==> src/sv/pdvls_pkg.sv <==
package pdvls_pkg;

    typedef struct packed {
        logic        mode;
        logic        attached;
        logic        sink_ready;
        logic [2:0]  protocol_code;
        logic [4:0]  measured_volt;
        logic        cap_5v;
        logic        cap_9v;
        logic        cap_12v;
        logic        cap_15v;
        logic [12:0] contract_current_ma;
    } in_item_t;

    typedef struct packed {
        logic       finished;
        logic       succeeded;
        logic       set_volt_strobe;
        logic [3:0] volt_request;
        logic       gate_open_strobe;
        logic [9:0] freq_limit;
        logic [9:0] core_volt_limit;
    } out_item_t;

    localparam logic MODE_START = 1'b0;

    localparam logic [1:0] CFG_BOARD_MODEL = 2'd0;
    localparam logic [1:0] CFG_FREQ_LIMIT  = 2'd1;
    localparam logic [1:0] CFG_CORE_VOLT   = 2'd2;

    localparam logic [1:0] BOARD_BASE = 2'd1;
    localparam logic [1:0] BOARD_PRO  = 2'd2;

    // ladder rungs in volts, lowest first
    localparam logic [3:0][3:0] LADDER_VOLTS = {4'd15, 4'd12, 4'd9, 4'd5};

    localparam logic [4:0] VOLT_9  = 5'd9;
    localparam logic [4:0] VOLT_12 = 5'd12;
    localparam logic [4:0] VOLT_15 = 5'd15;

    localparam logic [9:0]  STEP_TIMEOUT   = 10'd200;
    localparam logic [10:0] GLOBAL_TIMEOUT = 11'd500;
    localparam logic [9:0]  TICK_MAX       = 10'd1023;

    localparam logic [12:0] CURR_15V_MIN = 13'd2000;
    localparam logic [12:0] CURR_HIGH    = 13'd3000;
    localparam logic [12:0] CURR_MID     = 13'd2770;
    localparam logic [12:0] CURR_LOW     = 13'd2220;

    localparam logic [9:0] FREQ_PRO_HIGH  = 10'd350;
    localparam logic [9:0] FREQ_BASE_HIGH = 10'd650;
    localparam logic [9:0] FREQ_PRO_MID   = 10'd330;
    localparam logic [9:0] FREQ_BASE_MID  = 10'd600;
    localparam logic [9:0] FREQ_PRO_LOW   = 10'd300;
    localparam logic [9:0] FREQ_BASE_LOW  = 10'd480;
    localparam logic [9:0] FREQ_BASE_OTH  = 10'd400;
    localparam logic [9:0] VCORE_PRO_9V   = 10'd95;
    localparam logic [9:0] VCORE_PRO_OTH  = 10'd93;
    localparam logic [9:0] VCORE_BASE     = 10'd115;

    function automatic logic [9:0] clamp10(input logic [9:0] v, input logic [9:0] lim);
        return (v > lim) ? lim : v;
    endfunction

endpackage

==> src/sv/pd_voltage_ladder_sequencer_unit.sv <==
// Power-delivery sink bring-up sequencer. Every input transfer (start or poll
// tick) yields exactly one result transfer. An item is latched in the input
// register, evaluated against the sequencer state and written to the result
// register; one item is taken per cycle as long as the result register
// drains. in_stall rises only when the result register is full and stalled.
// LADDER_DEPTH (1..8) bounds how many supported voltages the ladder keeps; at
// most four are kept, one per capability bit.
module pd_voltage_ladder_sequencer_unit #(
    parameter int LADDER_DEPTH = 4
) (
    input  logic                  clk,
    input  logic                  rst_n,
    input  logic                  in_valid,
    output logic                  in_stall,
    input  pdvls_pkg::in_item_t   in_item,
    output logic                  out_valid,
    input  logic                  out_stall,
    output pdvls_pkg::out_item_t  out_item,
    input  logic                  cfg_we,
    input  logic [1:0]            cfg_index,
    input  logic [9:0]            cfg_data
);

    function automatic logic [3:0] ladder_at(input logic [LADDER_DEPTH-1:0][3:0] l,
                                             input logic [2:0] idx);
        logic [3:0] v;
        v = 4'd0;
        for (int k = 0; k < LADDER_DEPTH; k++)
        begin
            if (idx == 3'(k))
                v = l[k];
        end
        return v;
    endfunction

    // pipeline registers
    logic                 in_valid_reg;
    pdvls_pkg::in_item_t  in_item_reg;
    logic                 out_valid_reg;
    pdvls_pkg::out_item_t out_item_reg;
    logic                 adv;
    logic                 proc;

    // configuration
    logic [1:0] board_reg;

    // sequencer state
    logic                          held_reg,    held_next;
    logic                          running_reg, running_next;
    logic                          link_reg,    link_next;
    logic [2:0]                    proto_reg,   proto_next;
    logic [4:0]                    lv_reg,      lv_next;
    logic [LADDER_DEPTH-1:0][3:0]  ladder_reg,  ladder_next;
    logic [2:0]                    count_reg,   count_next;
    logic [2:0]                    index_reg,   index_next;
    logic [3:0]                    target_reg,  target_next;
    logic                          pend_reg,    pend_next;
    logic                          any_reg,     any_next;
    logic                          caps_reg,    caps_next;
    logic [9:0]                    tick_reg,    tick_next;
    logic [9:0]                    freq_reg,    freq_next;
    logic [9:0]                    vcore_reg,   vcore_next;

    logic [LADDER_DEPTH-1:0][3:0]  bld_ladder;
    logic [2:0]                    bld_count;
    logic [10:0]                   tick_inc;
    logic                          done;
    logic                          skip;
    logic                          start_hit;
    logic                          sv;
    logic [3:0]                    vreq;
    logic                          gate_step;
    logic                          judge_ok;
    logic [9:0]                    judge_freq;
    logic [9:0]                    judge_vcore;
    logic                          succ;
    pdvls_pkg::out_item_t          res;

    assign adv      = !out_valid_reg || !out_stall;
    assign proc     = in_valid_reg && adv;
    assign in_stall = in_valid_reg && !adv;
    assign out_valid = out_valid_reg;
    assign out_item  = out_item_reg;

    pdvls_ladder #(
        .LADDER_DEPTH(LADDER_DEPTH)
    ) u_ladder (
        .caps   ({in_item_reg.cap_15v, in_item_reg.cap_12v,
                  in_item_reg.cap_9v, in_item_reg.cap_5v}),
        .ladder (bld_ladder),
        .count  (bld_count)
    );

    always_comb
    begin
        link_next    = link_reg;
        proto_next   = proto_reg;
        lv_next      = lv_reg;
        ladder_next  = ladder_reg;
        count_next   = count_reg;
        index_next   = index_reg;
        target_next  = target_reg;
        pend_next    = pend_reg;
        any_next     = any_reg;
        caps_next    = caps_reg;
        tick_next    = tick_reg;
        running_next = running_reg;
        tick_inc     = 11'd0;
        done         = 1'b0;
        skip         = 1'b0;
        start_hit    = 1'b0;
        sv           = 1'b0;
        vreq         = 4'd0;
        gate_step    = 1'b0;
        if (in_item_reg.mode == pdvls_pkg::MODE_START)
        begin
            if (held_reg)
            begin
                start_hit = 1'b1;
            end
            else
            begin
                link_next    = 1'b0;
                proto_next   = 3'd0;
                lv_next      = 5'd0;
                ladder_next  = '0;
                count_next   = 3'd0;
                index_next   = 3'd0;
                target_next  = 4'd0;
                pend_next    = 1'b0;
                any_next     = 1'b0;
                caps_next    = 1'b0;
                tick_next    = 10'd0;
                running_next = 1'b1;
            end
        end
        else if (running_reg)
        begin
            if (!link_reg)
            begin
                link_next = in_item_reg.attached && in_item_reg.sink_ready;
            end
            else
            begin
                if (proto_reg == 3'd0)
                    proto_next = in_item_reg.protocol_code;
                lv_next = in_item_reg.measured_volt;
            end
            if (link_next && (proto_next != 3'd0))
            begin
                if (!caps_reg)
                begin
                    count_next  = bld_count;
                    ladder_next = bld_ladder;
                    if (bld_count == 3'd0)
                    begin
                        done = 1'b1;
                    end
                    else
                    begin
                        target_next = ladder_at(bld_ladder, index_reg);
                        caps_next   = 1'b1;
                    end
                end
                if (!done && (lv_next == {1'b0, target_next}))
                begin
                    any_next = 1'b1;
                    if ((index_reg + 3'd1) >= count_next)
                    begin
                        done = 1'b1;
                    end
                    else
                    begin
                        index_next  = index_reg + 3'd1;
                        target_next = ladder_at(ladder_next, index_next);
                        tick_next   = 10'd0;
                        pend_next   = 1'b0;
                        gate_step   = 1'b1;
                        skip        = 1'b1;
                    end
                end
                if (!done && !skip)
                begin
                    if ((lv_next != 5'd0) && !pend_reg && (target_next != 4'd0))
                    begin
                        sv        = 1'b1;
                        vreq      = target_next;
                        pend_next = 1'b1;
                        tick_next = 10'd0;
                    end
                    if (tick_next > pdvls_pkg::STEP_TIMEOUT)
                    begin
                        index_next = index_reg + 3'd1;
                        if (index_next >= count_next)
                        begin
                            done = 1'b1;
                        end
                        else
                        begin
                            target_next = ladder_at(ladder_next, index_next);
                            pend_next   = 1'b0;
                            tick_next   = 10'd0;
                        end
                    end
                end
            end
            if (!done && !skip)
            begin
                tick_inc  = {1'b0, tick_next} + 11'd1;
                tick_next = (tick_inc > {1'b0, pdvls_pkg::TICK_MAX}) ?
                            pdvls_pkg::TICK_MAX : tick_inc[9:0];
                if (tick_inc > pdvls_pkg::GLOBAL_TIMEOUT)
                    done = 1'b1;
            end
            if (done)
                running_next = 1'b0;
        end
    end

    pdvls_judge u_judge (
        .board     (board_reg),
        .any_ok    (any_next),
        .volt      (lv_next),
        .curr      (in_item_reg.contract_current_ma),
        .freq_in   (freq_reg),
        .vcore_in  (vcore_reg),
        .ok        (judge_ok),
        .freq_out  (judge_freq),
        .vcore_out (judge_vcore)
    );

    always_comb
    begin
        succ       = done && judge_ok;
        held_next  = held_reg || succ;
        freq_next  = done ? judge_freq : freq_reg;
        vcore_next = done ? judge_vcore : vcore_reg;
        res.finished         = start_hit || done;
        res.succeeded        = start_hit || succ;
        res.set_volt_strobe  = sv;
        res.volt_request     = vreq;
        res.gate_open_strobe = gate_step || succ;
        res.freq_limit       = freq_next;
        res.core_volt_limit  = vcore_next;
    end

    always_ff @(posedge clk or negedge rst_n)
    begin
        if (!rst_n)
        begin
            in_valid_reg  <= 1'b0;
            out_valid_reg <= 1'b0;
        end
        else
        begin
            if (!in_stall)
                in_valid_reg <= in_valid;
            if (adv)
                out_valid_reg <= in_valid_reg;
        end
    end

    always_ff @(posedge clk)
    begin
        if (in_valid && !in_stall)
            in_item_reg <= in_item;
        if (proc)
            out_item_reg <= res;
    end

    always_ff @(posedge clk or negedge rst_n)
    begin
        if (!rst_n)
        begin
            board_reg <= 2'd0;
            freq_reg  <= 10'd0;
            vcore_reg <= 10'd0;
        end
        else if (cfg_we)
        begin
            unique case (cfg_index)
                pdvls_pkg::CFG_BOARD_MODEL: board_reg <= cfg_data[1:0];
                pdvls_pkg::CFG_FREQ_LIMIT:  freq_reg  <= cfg_data;
                pdvls_pkg::CFG_CORE_VOLT:   vcore_reg <= cfg_data;
                default: ;
            endcase
        end
        else if (proc)
        begin
            freq_reg  <= freq_next;
            vcore_reg <= vcore_next;
        end
    end

    always_ff @(posedge clk or negedge rst_n)
    begin
        if (!rst_n)
        begin
            held_reg    <= 1'b0;
            running_reg <= 1'b0;
            link_reg    <= 1'b0;
            proto_reg   <= 3'd0;
            lv_reg      <= 5'd0;
            ladder_reg  <= '0;
            count_reg   <= 3'd0;
            index_reg   <= 3'd0;
            target_reg  <= 4'd0;
            pend_reg    <= 1'b0;
            any_reg     <= 1'b0;
            caps_reg    <= 1'b0;
            tick_reg    <= 10'd0;
        end
        else if (proc)
        begin
            held_reg    <= held_next;
            running_reg <= running_next;
            link_reg    <= link_next;
            proto_reg   <= proto_next;
            lv_reg      <= lv_next;
            ladder_reg  <= ladder_next;
            count_reg   <= count_next;
            index_reg   <= index_next;
            target_reg  <= target_next;
            pend_reg    <= pend_next;
            any_reg     <= any_next;
            caps_reg    <= caps_next;
            tick_reg    <= tick_next;
        end
    end

    // a held contract is only released by reset
    assert property (@(posedge clk) disable iff (!rst_n) held_reg |=> held_reg)
        else $error("contract held flag dropped");

    assert property (@(posedge clk) disable iff (!rst_n)
        out_valid_reg && out_item_reg.succeeded |-> out_item_reg.finished)
        else $error("success reported without finish");

    assert property (@(posedge clk) disable iff (!rst_n)
        out_valid_reg && !out_item_reg.set_volt_strobe |-> out_item_reg.volt_request == 4'd0)
        else $error("voltage request without strobe");

    assert property (@(posedge clk) disable iff (!rst_n)
        proc && !running_reg && (in_item_reg.mode != pdvls_pkg::MODE_START)
        |=> $stable(index_reg) && $stable(tick_reg))
        else $error("idle poll changed sequencer state");

endmodule

==> src/sv/pdvls_ladder.sv <==
module pdvls_ladder #(
    parameter int LADDER_DEPTH = 4
) (
    input  logic [3:0]                    caps,
    output logic [LADDER_DEPTH-1:0][3:0]  ladder,
    output logic [2:0]                    count
);

    localparam logic [3:0] DEPTH_W = 4'(LADDER_DEPTH);

    always_comb
    begin
        ladder = '0;
        count  = 3'd0;
        for (int i = 0; i < 4; i++)
        begin
            if (caps[i] && ({1'b0, count} < DEPTH_W))
            begin
                for (int k = 0; k < LADDER_DEPTH; k++)
                begin
                    if (count == 3'(k))
                    begin
                        ladder[k] = pdvls_pkg::LADDER_VOLTS[i];
                    end
                end
                count = count + 3'd1;
            end
        end
    end

endmodule

==> src/sv/pdvls_judge.sv <==
module pdvls_judge (
    input  logic [1:0]  board,
    input  logic        any_ok,
    input  logic [4:0]  volt,
    input  logic [12:0] curr,
    input  logic [9:0]  freq_in,
    input  logic [9:0]  vcore_in,
    output logic        ok,
    output logic [9:0]  freq_out,
    output logic [9:0]  vcore_out
);

    logic pro;
    logic base;

    assign pro  = (board == pdvls_pkg::BOARD_PRO);
    assign base = (board == pdvls_pkg::BOARD_BASE);

    always_comb
    begin
        ok        = any_ok;
        freq_out  = freq_in;
        vcore_out = vcore_in;
        if (any_ok)
        begin
            if (volt == pdvls_pkg::VOLT_15)
            begin
                ok = (curr >= pdvls_pkg::CURR_15V_MIN);
            end
            else if (volt == pdvls_pkg::VOLT_12)
            begin
                ok = (curr >= pdvls_pkg::CURR_HIGH);
            end
            else if (volt == pdvls_pkg::VOLT_9)
            begin
                if (curr >= pdvls_pkg::CURR_HIGH)
                begin
                    if (pro)
                        freq_out = pdvls_pkg::clamp10(freq_in, pdvls_pkg::FREQ_PRO_HIGH);
                    else if (base)
                        freq_out = pdvls_pkg::clamp10(freq_in, pdvls_pkg::FREQ_BASE_HIGH);
                end
                else if (curr >= pdvls_pkg::CURR_MID)
                begin
                    if (pro)
                        freq_out = pdvls_pkg::clamp10(freq_in, pdvls_pkg::FREQ_PRO_MID);
                    else if (base)
                        freq_out = pdvls_pkg::clamp10(freq_in, pdvls_pkg::FREQ_BASE_MID);
                end
                else if (curr >= pdvls_pkg::CURR_LOW)
                begin
                    if (pro)
                        freq_out = pdvls_pkg::clamp10(freq_in, pdvls_pkg::FREQ_PRO_LOW);
                    else if (base)
                        freq_out = pdvls_pkg::clamp10(freq_in, pdvls_pkg::FREQ_BASE_LOW);
                end
                else
                begin
                    ok = 1'b0;
                end
                if (pro)
                    vcore_out = pdvls_pkg::clamp10(vcore_in, pdvls_pkg::VCORE_PRO_9V);
                else if (base)
                    vcore_out = pdvls_pkg::clamp10(vcore_in, pdvls_pkg::VCORE_BASE);
            end
            else
            begin
                if (curr < pdvls_pkg::CURR_HIGH)
                begin
                    ok = 1'b0;
                end
                else if (pro)
                begin
                    freq_out = pdvls_pkg::clamp10(freq_in, pdvls_pkg::FREQ_PRO_LOW);
                end
                else if (base)
                begin
                    freq_out = pdvls_pkg::clamp10(freq_in, pdvls_pkg::FREQ_BASE_OTH);
                end
                if (pro)
                    vcore_out = pdvls_pkg::clamp10(vcore_in, pdvls_pkg::VCORE_PRO_OTH);
                else if (base)
                    vcore_out = pdvls_pkg::clamp10(vcore_in, pdvls_pkg::VCORE_BASE);
            end
        end
    end

endmodule

==> config.mk <==
export PLATFORM = sky130hd
export DESIGN_NAME = pd_voltage_ladder_sequencer_unit
export DESIGN_NICKNAME = d
export VERILOG_FILES = /design/src/sv/pdvls_pkg.sv /design/src/sv/pd_voltage_ladder_sequencer_unit.sv /design/src/sv/pdvls_ladder.sv /design/src/sv/pdvls_judge.sv
export SDC_FILE = /design/constraint.sdc
export NUM_CORES = 1
export LEC_CHECK = 0
export BUFFER_PORTS_ARGS = -buffer_cell sky130_fd_sc_hd__buf_2
export CAP_MARGIN = 0
export CORE_AREA = 4 4 138 140
export CTS_CLUSTER_DIAMETER = 200
export DETAILED_ROUTE_END_ITERATION = 7
export DIE_AREA = 0 0 142 144
export GPL_ROUTABILITY_DRIVEN = 0
export PLACE_DENSITY = 0.67
export SLEW_MARGIN = 20
export SYNTH_ARGS = -nofsm -noshare
export SYNTH_HDL_FRONTEND = slang
export SYNTH_HIERARCHICAL = 1
export SYNTH_SLANG_ARGS = --single-unit
export TNS_END_PERCENT = 50
==> constraint.sdc <==
create_clock -name clk -period 7.6 [get_ports clk]
set_input_delay 0.38 -clock clk [delete_from_list [all_inputs] [get_ports clk]]
set_output_delay 0.38 -clock clk [all_outputs]
set_load 0.01 [all_outputs]
; ---- Yosys cells after proc, flatten, opt, wreduce, memory -nomap -nowiden
; Cells that the tools add are included.
[classes]
magnitude_cmp = 22
n_addsub = 5
bitwise = 0
reduce_logical = 49
div_mod_pow = 0
shifts = 0
n_eq_ne = 28
multipliers = 0
n_mux = 209
[op_table]
columns = operator, count
row1 = 2-to-1 mux 10 bit, 59
row2 = 2-to-1 mux 4 bit, 37
row3 = 2-to-1 mux 16 bit, 8
row4 = 2-to-1 mux 3 bit, 25
row5 = 2-to-1 mux 1 bit, 74
row6 = "> comparator 10 x 9 -> 1 bit, second input constant", 5
row7 = "greater-or-equal comparator 13 x 12 -> 1 bit, second input constant", 3
row8 = "> comparator 10 x 7 -> 1 bit, second input constant", 3
row9 = 2-to-1 mux 5 bit, 6
row10 = "equality test 3 x 2 -> 1 bit, second input constant", 8
row11 = zero test 3 bit, 7
row12 = "> comparator 10 bit, second input constant", 2
row13 = "equality test 5 x 4 -> 1 bit, second input constant", 3
row14 = logical AND 1 bit, 14
row15 = "greater-or-equal comparator 13 x 11 -> 1 bit, second input constant", 1
row16 = "less-than comparator 13 x 12 -> 1 bit, second input constant", 1
row17 = "equality test 3 x 1 -> 1 bit, second input constant", 4
row18 = "adder 10 x 1 -> 11 bit, second input constant", 1
row19 = "> comparator 11 x 10 -> 1 bit, second input constant", 1
row20 = "> comparator 11 x 9 -> 1 bit, second input constant", 1
row21 = "> comparator 10 x 8 -> 1 bit, second input constant", 1
row22 = zero test 1 bit, 10
row23 = "adder 3 x 1 -> 3 bit, second input constant", 3
row24 = "!= test 2 x 1 -> 1 bit, second input constant", 4
row25 = other kinds (20), 32
[totals]
ram_bits = 0
elab_cells = 351
regBits = 130
latch_bits = 0
mem_count = 0
in_bits = 45
out_inout_bits = 30
mem_bits_ro = 0

; ---- Logic depth before layout (Yosys ltp)
; Gate-level depths: netlist of the first run.
[depth]
ltp_word = 49
mapped_depth = 30
mapped_depth_nobuf = 28

; ---- By module
; Netlist of the first run, hierarchy kept.
[modules_own_cells]
columns = mod, seq_area_each_um2, n_inst, cells_per_inst, area_per_inst_um2
row1 = pd_voltage_ladder_sequencer_unit, 3533.4, 1, 658, 6962.9
row2 = pdvls_judge, 0.0, 1, 205, 1355.0
row3 = pdvls_ladder, 0.0, 1, 51, 406.6

; ---- Worst setup path after synthesis of the first run
; OpenSTA, ideal clock, no wires.
[synth_path]
kind = register to register
start = register in_item_reg[14] in the netlist's numbering
end = register out_item_reg, in the netlist out_item[11], data pin
period_less_slack_ns = 5.934
path_buffers = 3
setup_time_ns = 0.262
arrival_ns = 5.672
path_stages_with_launch = 28
t_required_ns = 7.338
slack_ns = 1.666
path_cell_list = edfxtp_1 buf_6 inv_1 fa_1 inv_1 ha_1 inv_1 ha_1 nand2_1 nand2_1 nor3_2 nor2_1 a31oi_1 xor2_1 o41a_1 o22a_2 buf_4 and2_1 ha_1 and2_1 nand4_1 nor2_1 and3_1 a22oi_1 a221oi_2 nor2_4 buf_6 mux2_1
[synth_via]
word_cells_on_any_way = 104
cone_classes = add/sub (2) / order compare (4) / eq/ne (4) / mux (80) / reduce/logical (14)
[synth_lines]
columns = element, line_no
row1 = from (decl), pd_voltage_ladder_sequencer_unit.sv:38  ; pdvls_pkg::in_item_t in_item_reg;
row2 = from (signal assigned), pd_voltage_ladder_sequencer_unit.sv:266  ; in_item_reg <= in_item;
row3 = logical AND 1 bit (*), pdvls_ladder.sv:17  ; if (caps[i] && ({1'b0, count} < DEPTH_W))
row4 = 2-to-1 mux 3 bit (*), pdvls_ladder.sv:17
row5 = less-than comparator 3 bit, pdvls_ladder.sv:17
row6 = logical AND 1 bit, pdvls_ladder.sv:17
row7 = 2-to-1 mux 3 bit (*), pdvls_ladder.sv:17
row8 = named net bld_count[2], pd_voltage_ladder_sequencer_unit.sv:65  ; logic [2:0] bld_count;
row9 = zero test 3 bit, pd_voltage_ladder_sequencer_unit.sv:155  ; if (bld_count == 3'd0)
row10 = 2-to-1 mux 4 bit / 2-to-1 mux 1 bit (equally long branches), pd_voltage_ladder_sequencer_unit.sv:155
row11 = (+25 left out), -
row12 = 2-to-1 mux 1 bit, pd_voltage_ladder_sequencer_unit.sv:212  ; if (tick_inc > pdvls_pkg::GLOBAL_TIMEOUT)
row13 = 2-to-1 mux 1 bit, pd_voltage_ladder_sequencer_unit.sv:207  ; if (!done && !skip)
row14 = 2-to-1 mux 1 bit, pd_voltage_ladder_sequencer_unit.sv:137  ; else if (running_reg)
row15 = 2-to-1 mux 1 bit, pd_voltage_ladder_sequencer_unit.sv:115  ; if (in_item_reg.mode == pdvls_pkg::MODE_START)
row16 = 2-to-1 mux 1 bit, pd_voltage_ladder_sequencer_unit.sv:137
row17 = 2-to-1 mux 1 bit, pd_voltage_ladder_sequencer_unit.sv:115
row18 = 2-to-1 mux 10 bit (*), pd_voltage_ladder_sequencer_unit.sv:236  ; freq_next = done ? judge_freq : freq_reg;
row19 = named net freq_next[1], pd_voltage_ladder_sequencer_unit.sv:61  ; logic [9:0] freq_reg, freq_next;
row20 = to (signal assigned), pd_voltage_ladder_sequencer_unit.sv:268  ; out_item_reg <= res;
row21 = to (decl), pd_voltage_ladder_sequencer_unit.sv:40  ; pdvls_pkg::out_item_t out_item_reg;
; The timed path passes the listed nets; every way through them passes the cells marked *. The select of a mux whose other input is x is not followed.
; A chain may end at the register's enable or synchronous reset.

==> summary.md, run 1 <==
| Metric | Value |
|---|---|
| # diodes | `0` |
| H-tree Lvls | `4` |
| Final count of pins violating max slew | `0` |
| CP endpoint kind | `register` |
| Overall routing resource usage | `24.06%` |
| R2r endpoint | `out_item[3]` |
| R2r setup slk | `0.86 ns` |
| Placed cells | `1,178` |
| #FFs+latches synth | `130` |
| Avg Inst Size Synth | `9.546 um2` |
| Status | `completed` |
| Syn Nets | `983` |
| Crit path DAT | `6.91 ns` |
| Fillers | `1,615` |
| Pleak | `3.950 nW` |
| CTS root buf | `clkbuf_16` |
| Final cycle utilization of the critical path | `88.65%` |
| Post-synth EDFFs | `56` |
| Warnings from Yosys | `6` |
| Clock skew | `0.01102 ns` |
| Pre-Repair DR Iteration Count | `6` |
| CP Max Fanout | `19` |
| Hold EP | `in_item_reg[21]` |
| DIE AREA | `20,450 um2` |
| Register area share after synthesis | `40.50%` |
| Total core area | `17,840 um2` |
| Power Total | `0.003232 W` |
| First-pass GRT wire length | `39,170 um` |
| Critical R2R Launch | `in_item_reg[14]` |
| Total gr overflow | `0` |
| Netlist cell types | `91` |
| RSZ-0062 raised after global routing | `no` |
| Post-Syn Area | `8725 um2` |
| CTS resizes | `0` |
| Async S/R FF share, synth | `56.92%` |
| PwrDens | `330.4 nW/um2` |
| Vias/cell | `6.425` |
| Drc violations | `0` |
| Max capacitance violation total | `0` |
| Clock Latency Late Sink | `0.43 ns` |
| Layout cells sized above 1 | `17.90%` |
| Vias | `7,787` |
| Area Overhead vs Synth | `12.12%` |
| Slew HR | `25.10%` |
| Die X | `142 um` |
| CTS Buf Count | `17` |
| I/O pin count | `75` |
| Drt total wl | `24,570 um` |
| Slew of the pin with the lowest slew margin | `1.119 ns` |
| Die height | `144 um` |
| Setup TNS | `0 ns` |
| Hold path start | `in_item[21]` |
| Post-layout util | `54.83%` |
| Tmin final | `6.737 ns` |
| Hold-critical path depth | `1` |
| Final ANT Viol Nets | `0` |
| Gate Count Post-Synth | `914` |
| Setup violators final | `0` |
| Critical path startpoint category | `register` |
| WS Path Type | `register to register` |
| Clock transition at path regs | `0.06 ns` |
| Clock sink count | `130` |
| Fmax | `148.4 MHz` |
| Largest net degree at the start of global routing | `75` |
| WHS | `0.1237 ns` |
| Initial antenna violation count | `0` |
| Vias in the first global route | `7,305` |
| R2R cell count | `24` |
| Nets | `1,039` |
| Worst EP required | `7.77 ns` |
| Final Hold Fails | `0` |
| Hold Path Class | `input pin to register` |
| Num rows | `49` |
| IO buf count | `74` |
| Maximum buffer depth of the clock tree | `2` |
| Synth Flop Type | `dfrtp_1` |
| HPWL Detailed | `17,110 um` |
| Non-Filler Instances | `1,212` |
| TritonCTS clock tree | `built` |
| Avg WL per Cell | `20.27 um` |
| Initial Util | `48.90%` |
| VDD IR-drop max | `0.2227 mV` |
| First-iteration detailed-routing DRC count | `748` |
repair_timing:
| action | in CTS | in global routing |
|---|---|---|
| hold buffers | 0 | 1 |
| setup buffers | 0 | 0 |
| hold endpoints to repair | 0 | 31 |
routing by layer:
layer / share of wire (%) / track usage, % / vias up
met1: 45 / 33.90 / 3731
met3: 6.9 / 4.696 / 43
met5: 0 / 0 / -
met2: 45 / 37.17 / 346
met4: 2.4 / 8.535 / 0
li1: - / - / 3667
Yosys cell counts, types with 5 or more instances:
cell type / instances / area, um2
nand2_1: 83 / 311.6
dfrtp_1: 74 / 1852
edfxtp_1: 56 / 1682
nor2_1: 48 / 180.2
o21ai_0: 46 / 230.2
a21oi_1: 43 / 215.2
a22o_1: 31 / 271.5
a211oi_1: 29 / 217.7
nor3_1: 29 / 145.1
or3_1: 28 / 175.2
clkbuf_1: 27 / 101.4
inv_1: 27 / 101.4
nand3_1: 27 / 135.1
o22ai_1: 26 / 162.7
mux2i_1: 25 / 250.2
nor4_1: 25 / 156.4
ha_1: 23 / 287.8
mux2_2: 18 / 202.7
a31oi_1: 16 / 100.1
a21o_1: 12 / 90.09
and3_1: 12 / 75.07
nand2b_1: 12 / 75.07
buf_2: 11 / 55.05
o21ai_1: 11 / 55.05
mux2_1: 10 / 112.6
o211ai_1: 9 / 67.56
buf_4: 8 / 60.06
o21a_1: 8 / 60.06
o31ai_1: 8 / 60.06
and2_1: 7 / 43.79
nand3b_1: 6 / 45.04
nor2b_1: 6 / 37.54
xor2_1: 6 / 52.55
a21boi_0: 5 / 37.54
or2_2: 5 / 31.28
layout make-up:
class	instances	area, um2	share of cell area (%)
Multi-Input combinational cell	705	4821	49.28
Sequential cell	130	3533	36.12
Inverter	28	105.1	1.074
Clock inverter	15	110.1	1.126
Timing Repair Buffer	88	500.5	5.116
Clock buffer	17	425.4	4.349
Tap cell	229	286.5	2.929
placed cells by master, fill, tap and decap left out, types with 5 or more instances in the layout:
| master | instances |
|---|---|
| and2_1 | 7 |
| buf_2 | 73 |
| a31oi_1 | 16 |
| o21a_1 | 8 |
| nor2b_1 | 6 |
| mux2_1 | 10 |
| or2_2 | 5 |
| a211oi_1 | 29 |
| nor2_1 | 48 |
| nand3b_1 | 6 |
| edfxtp_1 | 56 |
| inv_1 | 27 |
| nor3_1 | 29 |
| nand2b_1 | 12 |
| mux2i_1 | 25 |
| o22ai_1 | 26 |
| a22o_1 | 31 |
| mux2_2 | 18 |
| clkbuf_16 | 17 |
| a21oi_1 | 43 |
| nand2_1 | 83 |
| or3_1 | 28 |
| a21boi_0 | 5 |
| buf_4 | 13 |
| ha_1 | 23 |
| o31ai_1 | 8 |
| xor2_1 | 6 |
| nor4_1 | 25 |
| dfrtp_1 | 74 |
| o21ai_0 | 45 |
| o21ai_1 | 12 |
| o211ai_1 | 9 |
| and3_1 | 12 |
| nand3_1 | 27 |
| a21o_1 | 12 |
how the worst max path moves through the flow:
| stage | from | to | depth (start not counted) |
|---|---|---|---|
| 5_1_grt | in_item_reg[14] | out_item[3] | 25 |
| 6_report | in_item_reg[14] | out_item[3] | 24 |
| 3_5_place_dp | in_item_reg[14] | out_item[4] | 24 |
| 3_3_place_gp | in_item_reg[14] | out_item[19] | 24 |
| 2_1_floorplan | in_item_reg[14] | out_item[11] | 27 |
| 4_1_cts | in_item_reg[14] | out_item[4] | 24 |
worst max-delay path, cell delays in order (launching register included):
cell and delay (ns):
edfxtp_1 0.52, inv_1 0.18, fa_1 0.48, inv_1 0.15, ha_1 0.19, inv_1 0.05, ha_1 0.26, nand2_1 0.06
nand2_1 0.10, nor3_2 0.26, nor2_1 0.17, a31oi_1 0.35, xor2_1 0.20, o41a_1 0.48, o22a_2 0.32, and2_1 0.24
ha_1 0.28, and2_1 0.22, nand4_1 0.13, nor2_1 0.08, and3_1 0.19, a22oi_1 0.46, a221oi_2 0.16, nor2_4 0.54
mux2_2 0.41
where the power goes:
group          total, W  switching, W  internal, W
clock network  0.000756      0.000337     0.000419
logic           0.00135      0.000806     0.000547
registers       0.00112      0.000215     0.000909
cells by family after synthesis:
group	count (synthesis)	share of synthesized area, %
and+or+nand+nor	314	19.09
AOI/OAI and AO/OA	304	25.15
DFF	130	40.50
buffers and inverters	79	4.245
muxes	53	6.482
adders and majority gates	24	3.528
xor gates and xnor gates	10	1.004
metrics by stage:
stage	worst slack, ns	cell area, um2
4_1_cts	0.9027	9744
2_1_floorplan	1.666	8725
5_1_grt	0.3672	9782
3_5_place_dp	0.9555	9209
6_report	0.8626	9782
3_3_place_gp	1.113	9209
(Power assumes the default switching activity.)
==> run 2: changes to the inputs <==
--- a/config.mk
+++ b/config.mk
@@ -7,12 +7,11 @@
 export LEC_CHECK = 0
 export BUFFER_PORTS_ARGS = -buffer_cell sky130_fd_sc_hd__buf_2
 export CAP_MARGIN = 0
-export CORE_AREA = 4 4 138 140
+export CORE_AREA = 4 4 192 194
 export CTS_CLUSTER_DIAMETER = 200
 export DETAILED_ROUTE_END_ITERATION = 7
-export DIE_AREA = 0 0 142 144
+export DIE_AREA = 0 0 196 198
 export GPL_ROUTABILITY_DRIVEN = 0
-export PLACE_DENSITY = 0.67
 export SLEW_MARGIN = 20
 export SYNTH_ARGS = -nofsm -noshare
 export SYNTH_HDL_FRONTEND = slang
==> summary.md, run 2 (same netlist as run 1, synthesis figures left out) <==
| Metric | Value |
|---|---|
| Fmax | `144.0 MHz (-3.0%)` |
| Pleak | `3.946 nW (about the same)` |
| Delay-heaviest family, CP | `simple AND/OR/NAND/NOR gates` |
| CP bufs+invs | `4 (+1)` |
| Die height | `198 um (+38%)` |
| CTS root buf | `clkbuf_16` |
| Layout cells sized above 1 | `18.09% (+0.19 points)` |
| Vias/cell | `5.334 (-17%)` |
| Vias | `7,707 (-1.0%)` |
| Clock Latency Late Sink | `0.43 ns (about the same)` |
| Maximum buffer depth of the clock tree | `2 (unchanged)` |
| Hold path start | `in_item[13]` |
| M2 GR Usage | `20.03% (-17 points)` |
| Pre-Repair DR Iteration Count | `7 (+1)` |
| Worst EP required | `7.77 ns (about the same)` |
| Vias in the first global route | `7,267 (-0.52%)` |
| Drt total wl | `25,910 um (+5.4%)` |
| # hold bufs at CTS | `1 (+1)` |
| DIE AREA | `38,810 um2 (+90%)` |
| Setup bufs post-CTS | `0 (unchanged)` |
| Largest net degree at the start of global routing | `49 (-35%)` |
| Area Overhead vs Synth | `15.33%` |
| CTS Buf Count | `17 (unchanged)` |
| RSZ-0062 raised after global routing | `no` |
| R2r endpoint | `out_item[6]` |
| Total gr overflow | `0 (unchanged)` |
| WS Path Type | `register to register` |
| Clock transition at path regs | `0.07 ns (about the same)` |
| TritonCTS clock tree | `built` |
| Final cycle utilization of the critical path | `91.38% (+2.7 points)` |
| Initial Util | `24.77% (-24 points)` |
| Non-Filler Instances | `1,445 (+19%)` |
| Hold EP | `in_item_reg[13]` |
| HPWL Detailed | `18,840 um (+10%)` |
| Final count of pins violating max slew | `0 (unchanged)` |
| Hold Path Class | `input pin to register` |
| CP Max Fanout | `23 (+4)` |
| Hold-critical path depth | `1 (unchanged)` |
| Num rows | `69 (+41%)` |
| I/O pin count | `75 (unchanged)` |
| CTS resizes | `0 (unchanged)` |
| First-iteration detailed-routing DRC count | `748 (unchanged)` |
| Max capacitance violation total | `0 (unchanged)` |
| Setup violators final | `0 (unchanged)` |
| Slowest Stage Delay on Critical Path | `0.52 ns (-0.02 ns)` |
| VDD IR-drop max | `0.1406 mV (-37%)` |
| Overall routing resource usage | `13.12% (-11 points)` |
| Commonest non-fill, non-tap cells in the layout | `nand2_1 (83), dfrtp_1 (74), buf_2 (73)` |
| Tmin final | `6.945 ns (+0.2077 ns)` |
| Die X | `196 um (+38%)` |
| Crit path DAT | `7.11 ns (+0.20 ns)` |
| Stages on the worst setup path | `26 (+8.3%)` |
| Drc violations | `0 (unchanged)` |
| M3 GR Usage | `2.348% (-2.3 points)` |
| R2r setup slk | `0.65 ns (-0.21 ns)` |
| First-pass GRT wire length | `41,230 um (+5.2%)` |
| Clock skew | `0.01397 ns (+0.002949 ns)` |
| Final Hold Fails | `0 (unchanged)` |
| Nets | `1,040 (+0.096%)` |
| GR Layer Usage met1 | `18.88% (-15 points)` |
| H-tree Lvls | `4 (unchanged)` |
| IO buf count | `74 (unchanged)` |
| Initial antenna violation count | `1 (+1)` |
| Slowest CP cell | `edfxtp_1` |
| Final ANT Viol Nets | `0 (unchanged)` |
| GR peak layer | `met2` |
| Setup TNS | `0 ns (unchanged)` |
| PwrDens | `323.4 nW/um2 (-2.1%)` |
| Avg WL per Cell | `17.93 um (-12%)` |
| CP endpoint kind | `register` |
| Clock sink count | `130 (unchanged)` |
| Slew HR | `34.34% (+9.2 points)` |
| R2R cell count | `26 (+8.3%)` |
| Slew of the pin with the lowest slew margin | `0.9601 ns (-0.1592 ns)` |
| WHS | `0.1236 ns (-0.0001390 ns)` |
| Placed cells | `1,412 (+20%)` |
| Critical R2R Launch | `in_item_reg[14]` |
| # diodes | `0 (unchanged)` |
| Total core area | `35,220 um2 (+97%)` |
| Critical path startpoint category | `register` |
| Status | `completed` |
| Most common cell after layout, fill and taps aside | `nand2_1` |
==> run 2: changes by cell type in the layout (fill, tap and decap cells not counted), sizes merged <==
| cell | before | now |
|---|---|---|
| buf | 87 | 88 |
==> run 2: worst max path at each step <==
stage / startpoint / end
4_1_cts: in_item_reg[14] / out_item[6]
5_1_grt: in_item_reg[14] / out_item[6]
3_3_place_gp: in_item_reg[14] / out_item[19]
2_1_floorplan: in_item_reg[14] / out_item[11]
6_report: in_item_reg[14] / out_item[6]
3_5_place_dp: in_item_reg[14] / out_item[19]
==> run 2: layout make-up <==
cell class,count,area [um2]
Clock buffer,17,425.4
Multi-Input combinational cell,705,4823
Fill cell,3694,25160
Sequential cell,130,3533
Clock inverter,15,110.1
Timing Repair Buffer,89,488.0
Inverter,28,105.1
Tap cell,461,576.8
==> run 2: per-stage QoR <==
stage          power, W  util [%]  area (um2)  setup WS, ns
3_3_place_gp   0.002455     27.01        9514         1.080
5_1_grt        0.003455     28.57       10060       0.05353
3_5_place_dp   0.002470     27.01        9514        0.7516
4_1_cts        0.003246     28.56       10060        0.7293
6_report       0.003255     28.57       10060        0.6549
2_1_floorplan  0.002096         -        8725         1.666
==> run 2: worst register-to-register path, cell delays in order (launching register included) <==
cell and delay (ns):
edfxtp_1 0.52, inv_1 0.18, fa_1 0.48, inv_1 0.13
ha_1 0.19, inv_1 0.05, ha_1 0.26, nand2_1 0.07
nand2_1 0.09, nor3_2 0.29, nor2_1 0.17, a31oi_1 0.39
xor2_1 0.20, o41ai_2 0.52, o22a_2 0.38, and2_1 0.25
ha_1 0.27, and2_1 0.21, nand4_1 0.17, nor2_1 0.19
xnor2_1 0.16, o21ai_0 0.16, nand3_1 0.19, a211oi_2 0.07
buf_4 0.24, nor2_4 0.47, mux2_2 0.41
==> run 2: per-layer routing <==
| metal | up-vias | part of all wire (%) |
|---|---|---|
| li1 | 3638 | - |
| met1 | 3746 | 47 |
| met2 | 297 | 45 |
| met3 | 26 | 6.0 |
| met4 | 0 | 1.6 |
| met5 | - | 0 |
==> run 2: report_power, final <==
part / internal (W) / leakage (nW) / switching [W] / total [W]
Clock: 0.000419 / 0.259 / 0.000344 / 0.000763
Sequential: 0.000908 / 1.51 / 0.000224 / 0.00113
Combinational: 0.000546 / 2.17 / 0.000813 / 0.00136
Total: 0.00187 / 3.95 / 0.00138 / 0.00325
==> run 3: changes to the inputs <==
--- a/config.mk
+++ b/config.mk
@@ -5,12 +5,13 @@
 export SDC_FILE = /design/constraint.sdc
 export NUM_CORES = 1
 export LEC_CHECK = 0
+export ABC_AREA = 1
 export BUFFER_PORTS_ARGS = -buffer_cell sky130_fd_sc_hd__buf_2
 export CAP_MARGIN = 0
-export CORE_AREA = 4 4 192 194
+export CORE_AREA = 4 4 199 201
 export CTS_CLUSTER_DIAMETER = 200
 export DETAILED_ROUTE_END_ITERATION = 7
-export DIE_AREA = 0 0 196 198
+export DIE_AREA = 0 0 203 205
 export GPL_ROUTABILITY_DRIVEN = 0
 export SLEW_MARGIN = 20
 export SYNTH_ARGS = -nofsm -noshare
==> summary.md, run 3 <==
| Metric | Value |
|---|---|
| DIE AREA | `41,620 um2 (+7.2%)` |
| Avg WL per Cell | `13.29 um (-26%)` |
| Slowest Stage Delay on Critical Path | `0.64 ns (+0.12 ns)` |
| Clock skew | `0.01361 ns (-0.0003620 ns)` |
| Total gr overflow | `0 (unchanged)` |
| I/O pin count | `75 (unchanged)` |
| Setup WS post-layout | `0.6961 ns (+0.04124 ns)` |
| Area Overhead vs Synth | `15.92%` |
| Avg Inst Size Synth | `6.838 um2 (-28%)` |
| Overall routing resource usage | `12.39% (-0.73 points)` |
| CTS Buf Count | `17 (unchanged)` |
| Setup violators final | `0 (unchanged)` |
| Pleak | `5.329 nW (+35%)` |
| Initial antenna violation count | `0 (-1)` |
| Fmax | `144.8 MHz (+0.60%)` |
| Pre-Repair DR Iteration Count | `5 (-2)` |
| R2R cell count | `35 (+35%)` |
| CP Max Fanout | `12 (-48%)` |
| Largest register FFs | `28` |
| RSZ-0062 raised after global routing | `no` |
| Clock sink count | `129 (-0.77%)` |
| Final Hold Fails | `0 (unchanged)` |
| Hold path start | `in_item[5]` |
| Commonest non-fill, non-tap cells in the layout | `nand2_1 (357), inv_1 (211), nor2_1 (142)` |
| Vias | `8,903 (+16%)` |
| VDD IR-drop max | `0.1116 mV (-21%)` |
| Drt total wl | `25,870 um (-0.16%)` |
| Slew of the pin with the lowest slew margin | `0.8666 ns (-0.09359 ns)` |
| Clock transition at path regs | `0.06 ns (about the same)` |
| Hold-critical path depth | `1 (unchanged)` |
| # diodes | `0 (unchanged)` |
| Total core area | `37,580 um2 (+6.7%)` |
| Initial Util | `24.73% (-0.040 points)` |
| R2r setup slk | `0.70 ns (+0.04 ns)` |
| Final count of pins violating max slew | `0 (unchanged)` |
| Die height | `205 um (+3.5%)` |
| Placement Setup Slack | `0.5918 ns (-0.1597 ns)` |
| IO buf count | `73 (-1.4%)` |
| Most common cell type on the critical path | `nand3_1` |
| CP endpoint kind | `register` |
| First-iteration detailed-routing DRC count | `677 (-9.5%)` |
| Post-Syn Area | `9293 um2 (+6.5%)` |
| Tmin final | `6.904 ns (-0.04124 ns)` |
| CTS root buf | `clkbuf_16` |
| Die X | `203 um (+3.6%)` |
| Layout cells sized above 1 | `12.12% (-6.0 points)` |
| Slowest CP cell | `fa_1` |
| Warnings from Yosys | `6 (unchanged)` |
| Num rows | `71 (+2.9%)` |
| Slew HR | `42.09% (+7.8 points)` |
| Hold Path Class | `input pin to register` |
| Drc violations | `0 (unchanged)` |
| Setup TNS | `0 ns (unchanged)` |
| Final cycle utilization of the critical path | `90.84% (-0.54 points)` |
| Crit path DAT | `7.08 ns (-0.03 ns)` |
| WHS | `0.1197 ns (-0.003908 ns)` |
| Critical R2R Launch | `in_item_reg[16]` |
| Gate Count Post-Synth | `1,359 (+49%)` |
| Largest net degree at the start of global routing | `54 (+10%)` |
| PwrDens | `206.6 nW/um2 (-36%)` |
| Worst EP required | `7.78 ns (about the same)` |
| Vias in the first global route | `8,520 (+17%)` |
| Most common cell after layout, fill and taps aside | `nand2_1` |
| Critical path startpoint category | `register` |
| Vias/cell | `4.573 (-14%)` |
| Clock Latency Late Sink | `0.43 ns (about the same)` |
| R2r endpoint | `out_item[18]` |
| TritonCTS clock tree | `built` |
| Nets | `1,491 (+43%)` |
| Fillers | `4,076 (+10%)` |
| Status | `completed` |
| H-tree Lvls | `4 (unchanged)` |
| Max capacitance violation total | `0 (unchanged)` |
| Final ANT Viol Nets | `0 (unchanged)` |
| WS Path Type | `register to register` |
| Maximum buffer depth of the clock tree | `2 (unchanged)` |
| First-pass GRT wire length | `42,280 um (+2.6%)` |
| Hold EP | `in_item_reg[5]` |
| Syn Nets | `1,427 (+45%)` |
| HPWL Detailed | `19,410 um (+3.0%)` |
run 3: how the worst max path moves through the flow:
stage	start	endpoint	slack, ns	cells past startpoint
after floorplan	in_item_reg[16]	out_item[0]	1.87	37
final	in_item_reg[16]	out_item[18]	0.70	35
after detailed placement	in_item_reg[16]	vcore_reg[3]	0.59	38
after global placement	in_item_reg[14]	out_item[18]	0.69	36
after global routing	in_item_reg[16]	out_item[17]	0.07	37
after CTS	in_item_reg[16]	freq_reg[2]	0.56	36
run 3: cell type report:
cell class	instances	area, um2	area share [%]
multi-input cells	953	4701	43.64
clock buffers	19	442.9	4.112
inverters	242	910.9	8.456
flip-flops and latches	129	3503	32.52
clock inverters	13	151.4	1.406
well taps	511	639.4	5.936
repair buffers	80	422.9	3.926
run 3: power by group:
part | internal [W] | leakage (nW) | switching (W)
clock | 0.000498 | 0.289 | 0.000347
combinational | 0.000170 | 3.71 | 0.000327
sequential | 0.000808 | 1.33 | 0.0000754
run 3: through the flow:
| stage | instance area, um2 | power (W) | instances | util, % |
|---|---|---|---|---|
| 6_report | 10770 | 0.002226 | 1947 | 28.67 |
| 5_1_grt | 10770 | 0.002356 | 1947 | 28.67 |
| 4_1_cts | 10750 | 0.002238 | 1946 | 28.60 |
| 3_3_place_gp | 10140 | 0.001380 | 1913 | 26.99 |
| 3_5_place_dp | 10140 | 0.001388 | 1913 | 26.99 |
| 2_1_floorplan | 9293 | 0.001233 | 1359 | - |
run 3: metal layers:
metal	GRT usage, %	up-vias	wire (um)
li1	-	4510	-
met1	17.37	4113	12440
met2	19.37	247	11510
met3	1.694	33	1245
met4	4.874	0	673
met5	0	-	0
run 3: critical path, delay by kind of cell, from the launching register on:
family / cells / cell delay [ns]
and+or+nand+nor: 16 / 2.05
AOI/OAI and AO/OA: 8 / 1.82
adders and majority gates: 5 / 1.62
buffers and inverters: 6 / 0.74
DFF: 1 / 0.41
run 3: repair_timing:
item | 4_1_cts | 5_1_grt
hold buffers | 1 | 0
gates resized for setup | 0 | 3
buffers inserted | 0 | 1
endpoints found under the hold margin | 21 | 0
setup endpoints to repair | 0 | 40
